===== config.mk =====
export PLATFORM = sky130hd
export DESIGN_NAME = mkle_cfg
export DESIGN_NICKNAME = d
export VERILOG_FILES = /design/src/hdl/mkle_pkg.sv /design/src/hdl/mkle_cfg.sv
export SDC_FILE = /design/constraint.sdc
export NUM_CORES = 1
export LEC_CHECK = 0
export ABC_AREA = 1
export BUFFER_PORTS_ARGS = -buffer_cell sky130_fd_sc_hd__buf_4
export CORE_ASPECT_RATIO = 0.8
export CORE_MARGIN = 10
export CORE_UTILIZATION = 41
export DETAILED_ROUTE_END_ITERATION = 10
export PLACE_DENSITY = 0.84
export SYNTH_ARGS = -nofsm -noshare
export SYNTH_HDL_FRONTEND = slang
export SYNTH_SLANG_ARGS = --single-unit

===== constraint.sdc =====
create_clock -name clk_i -period 1.34 [get_ports clk_i]
set_clock_uncertainty 0.15 [all_clocks]
set_input_delay 0.201 -clock clk_i [delete_from_list [all_inputs] [get_ports clk_i]]
set_output_delay 0.201 -clock clk_i [all_outputs]
set_load 0.01 [all_outputs]

===== src/hdl/mkle_pkg.sv =====
`default_nettype none
package mkle_pkg;

  localparam int unsigned COORD_W = 16;
  localparam int unsigned DIST_W  = 33;
  localparam int unsigned LINK_W  = DIST_W + 1;
  localparam int unsigned CFG_W   = 10;

  localparam logic CMD_LOAD    = 1'b0;
  localparam logic CMD_COMPUTE = 1'b1;

  localparam logic REG_NUM_POINTS     = 1'b0;
  localparam logic REG_NUM_SATELLITES = 1'b1;

  typedef struct packed {
    logic [CFG_W-1:0] num_points;
    logic [CFG_W-1:0] num_satellites;
  } cfg_t;

  typedef enum logic [3:0] {
    ST_IDLE,
    ST_ORIGIN,
    ST_ORIGIN_WAIT,
    ST_SCAN,
    ST_DRAIN,
    ST_MARK,
    ST_SEL_READ,
    ST_SEL_LOAD,
    ST_SEL_SCAN,
    ST_SEL_DRAIN,
    ST_SEL_CHECK,
    ST_DONE
  } state_e;

endpackage
`default_nettype wire


===== src/hdl/mkle_cfg.sv =====
`default_nettype none
module mkle_cfg
  import mkle_pkg::*;
(
  input  wire logic        clk_i,
  input  wire logic        rst_ni,
  input  wire logic        psel,
  input  wire logic        penable,
  input  wire logic        pwrite,
  input  wire logic [2:0]  paddr,
  input  wire logic [31:0] pwdata,
  output logic      [31:0] prdata,
  output logic             pready,
  output cfg_t             cfg_o
);

  cfg_t cfg_q, cfg_d;
  logic wr_en;

  assign pready = 1'b1;
  assign wr_en  = psel & penable & pwrite;

  always_comb begin
    cfg_d = cfg_q;
    if (wr_en) begin
      case (paddr[2])
        REG_NUM_POINTS:     cfg_d.num_points     = pwdata[CFG_W-1:0];
        REG_NUM_SATELLITES: cfg_d.num_satellites = pwdata[CFG_W-1:0];
        default:            cfg_d = cfg_q;
      endcase
    end
  end

  always_ff @(posedge clk_i or negedge rst_ni) begin
    if (!rst_ni) begin
      cfg_q.num_points     <= CFG_W'(1);
      cfg_q.num_satellites <= CFG_W'(1);
    end else begin
      cfg_q <= cfg_d;
    end
  end

  always_comb begin
    case (paddr[2])
      REG_NUM_POINTS:     prdata = 32'(cfg_q.num_points);
      REG_NUM_SATELLITES: prdata = 32'(cfg_q.num_satellites);
      default:            prdata = '0;
    endcase
  end

  assign cfg_o = cfg_q;

endmodule
`default_nettype wire


==> impl_metrics.py <==
metrics = {
    "routing": {
        "met3_length_microns": 272,
        "via_per_inst": 4.344,
        "final_antenna_net_count": 0,
        "vias": 1086,
        "wirelength_microns": 3467,
        "first_pass_iters": 4,
        "dr.max_layer_used": "met4",
        "first_iter_violations": 67,
        "drc": 0,
        "wl_met2_microns": 1902,
        "wl_per_cell_microns": 13.87,
        "wl_met1_microns": 1247,
    },
    "sta": {
        "fin_ws_ps": -98.90,
        "grt_setup_unrepaired": "true",
        "hold_slack_ps": 15.05,
        "maxClockFrequency_mhz": 695.0,
        "timing.final.crit_share_pct": 107.4,
        "hold_viol": 0,
        "setup_viol": 4,
        "drv_slew": 0,
        "timing.setup.tns_ps": -246.9,
        "period_minus_slack_ps": 1439,
    },
    "power_and_ir_drop": {
        "total_leakage_power_nw": 0.9808,
        "power_mw": 2.004,
        "p_per_area_mw_per_mm2": 1177,
        "irDropWorstVdd_mv": 0.7808,
    },
    "global_route": {
        "antenna_found_initial": 0,
        "grt-ovfl-total": 0,
        "grt_max_degree": 21,
        "grt_usage_pct": 12.50,
        "grt_pass1_vias": 1097,
        "grt_pass1_wl_microns": 5402,
    },
    "synth": {
        "synth_top_family_by_area": "simple AND/OR/NAND/NOR gates",
        "ys_seq_area_share_pct": 44.27,
        "yosys.area_share.simple_pct": 35.02,
        "synthAdderAreaFrac_pct": 0,
        "synth-async-reset-ratio_pct": 100.0,
        "synth_top_cell_by_area": "dfrtp_1",
        "synthTopCellsByCount": "71 x nand2_1, 25 x buf_4, 20 x nand3_1, 18 x dfrtp_1",
        "netlist.area_leader.share_pct": 39.65,
        "synthFlopType": "dfrtp_1",
        "synth_compound_area_share_pct": 0,
        "muxShareOfSynthArea_pct": 0,
        "synth.area.top_cells": "dfrtp_1 40%, nand2_1 23%, buf_4 17%, nand3_1 8.8%, dfstp_2 4.6%",
        "synthXorXnorAreaFrac_pct": 0,
        "avgSynthCellArea_sq_um": 7.729,
        "synth_edf_count": 0,
        "ys_seq_elements": 20,
        "synthCells": 147,
        "syn-cell-area_sq_mm": 0.001136,
        "ys_types": 12,
        "synth_warnings": 0,
        "synth.most_common_cell": "nand2_1",
    },
    "clock_network": {
        "clock_latency_ps": 300,
        "cts_tree": "yes",
        "cts-root-buf": "clkbuf_4",
        "path_clk_slew_ps": 110,
        "ctsLongestPathBuffers": 2,
        "cts_buffers": 3,
        "clock_sinks": 20,
        "cts-htree-levels": 1,
    },
    "layout": {
        "drive_above_1_share_pct": 33.64,
        "nNetsFinal": 255,
        "finish.utilization_pct": 66.98,
        "diodes": 0,
        "largest_register_ffs": 20,
        "area_growth_pct": 49.89,
    },
    "setup_path": {
        "critPathRequiredTime_ps": 990,
        "critical_path_class": "flop to output port",
        "cp-start-kind": "flop",
        "r2r-start": "cfg_o[10]",
        "r2r_slack_ps": 380,
        "r2r_cells": 3,
        "path_max_fanout": 3,
        "crit-reg2reg-capture": "cfg_o[10]",
        "cp_data_arrival_time_ps": 1090,
        "crit_path_end_kind": "output port",
    },
    "floorplanning": {
        "dieArea_sq_mm": 0.005290,
        "fp.dieH_microns": 67.08,
        "die_x_microns": 78.86,
        "fp-row-count": 16,
        "coreArea_sq_mm": 0.002542,
        "ioPinCount": 93,
        "start_util_pct": 44.69,
    },
    "place": {
        "place.gp.congestion": 0.7522,
        "portBuffers": 45,
        "dp_slack_ps": 67.16,
        "dp_hpwl_microns": 2348,
    },
    "outcome": {
        "outcome": "complete, but fails checks",
        "failed_checks": "negative setup slack",
    },
    "hold_path": {
        "min_path_cells": 3,
        "min_from": "paddr[2]",
        "whs_endpoint": "cfg_o[0]",
        "hp-class": "primary input to flop",
    },
    "run": {
        "cap_viol_max_count": 0,
    },
}
## cells by family after synthesis
group | count (synthesis)
and+or+nand+nor | 94
buffers and inverters | 31
DFF | 20
other | 2
## worst max path at each step
stage             start   endpoint  slack, ps  cells past startpoint
2_1_floorplan  cfg_o[0]  prdata[0]        290                      2
3_3_place_gp   paddr[2]  cfg_o[13]        100                      5
3_5_place_dp   paddr[2]  cfg_o[15]         70                      5
4_1_cts        cfg_o[0]  prdata[0]       -120                      3
5_1_grt        cfg_o[0]  prdata[0]       -170                      3
6_report       cfg_o[0]  prdata[0]       -100                      3
## final cells by class
class / count / area [sq um]
Inverter: 2 / 7.507
Clock buffer: 4 / 36.28
Multi-Input combinational cell: 117 / 489.2
Sequential cell: 20 / 503.0
Timing Repair Buffer: 71 / 621.8
Tap cell: 36 / 45.04
Fill cell: 216 / 839.6
## metrics by stage
step,instance area [sq um],std cells
detailed placement,1420,224
finish,1703,250
CTS,1600,241
floorplan,1215,168
global route,1703,250
global placement,1420,224
## worst max-delay path, stage by stage (launching register included)
cell and delay (ps):
dfstp_2 560, nand2_1 50, nand2_1 70, buf_6 100
## timing repair
item	CTS	global route
hold buffers	11	0
gates resized for setup	5	10
endpoints found under the setup margin	6	12
endpoints found under the hold margin	40	0
pin swaps	6	10
buffers inserted	2	9
## power by group
part	internal (mW)	switching (mW)
sequential	0.725	0.0930
combinational	0.448	0.382
clock	0.166	0.190
total	1.34	0.665
## placed cells by master (no fill, tap or decap)
| cell type | count |
|---|---|
| nand2_2 | 2 |
| clkbuf_4 | 3 |
| inv_1 | 1 |
| inv_2 | 1 |
| nand2_1 | 69 |
| dfrtp_1 | 18 |
| buf_12 | 1 |
| dlygate4sd3_1 | 11 |
| dfstp_2 | 2 |
| nand4_2 | 2 |
| clkbuf_8 | 1 |
| nor2_2 | 1 |
| nand3_1 | 20 |
| buf_4 | 46 |
| buf_6 | 13 |
| conb_1 | 23 |
## routing by layer
| layer | track usage [%] | up-vias |
|---|---|---|
| met5 | 0 | - |
| met4 | 3.348 | 0 |
| met3 | 5.228 | 4 |
| met2 | 22.75 | 36 |
| met1 | 13.08 | 497 |
| li1 | - | 549 |
No activity file was read; power rests on OpenSTA's default activity.
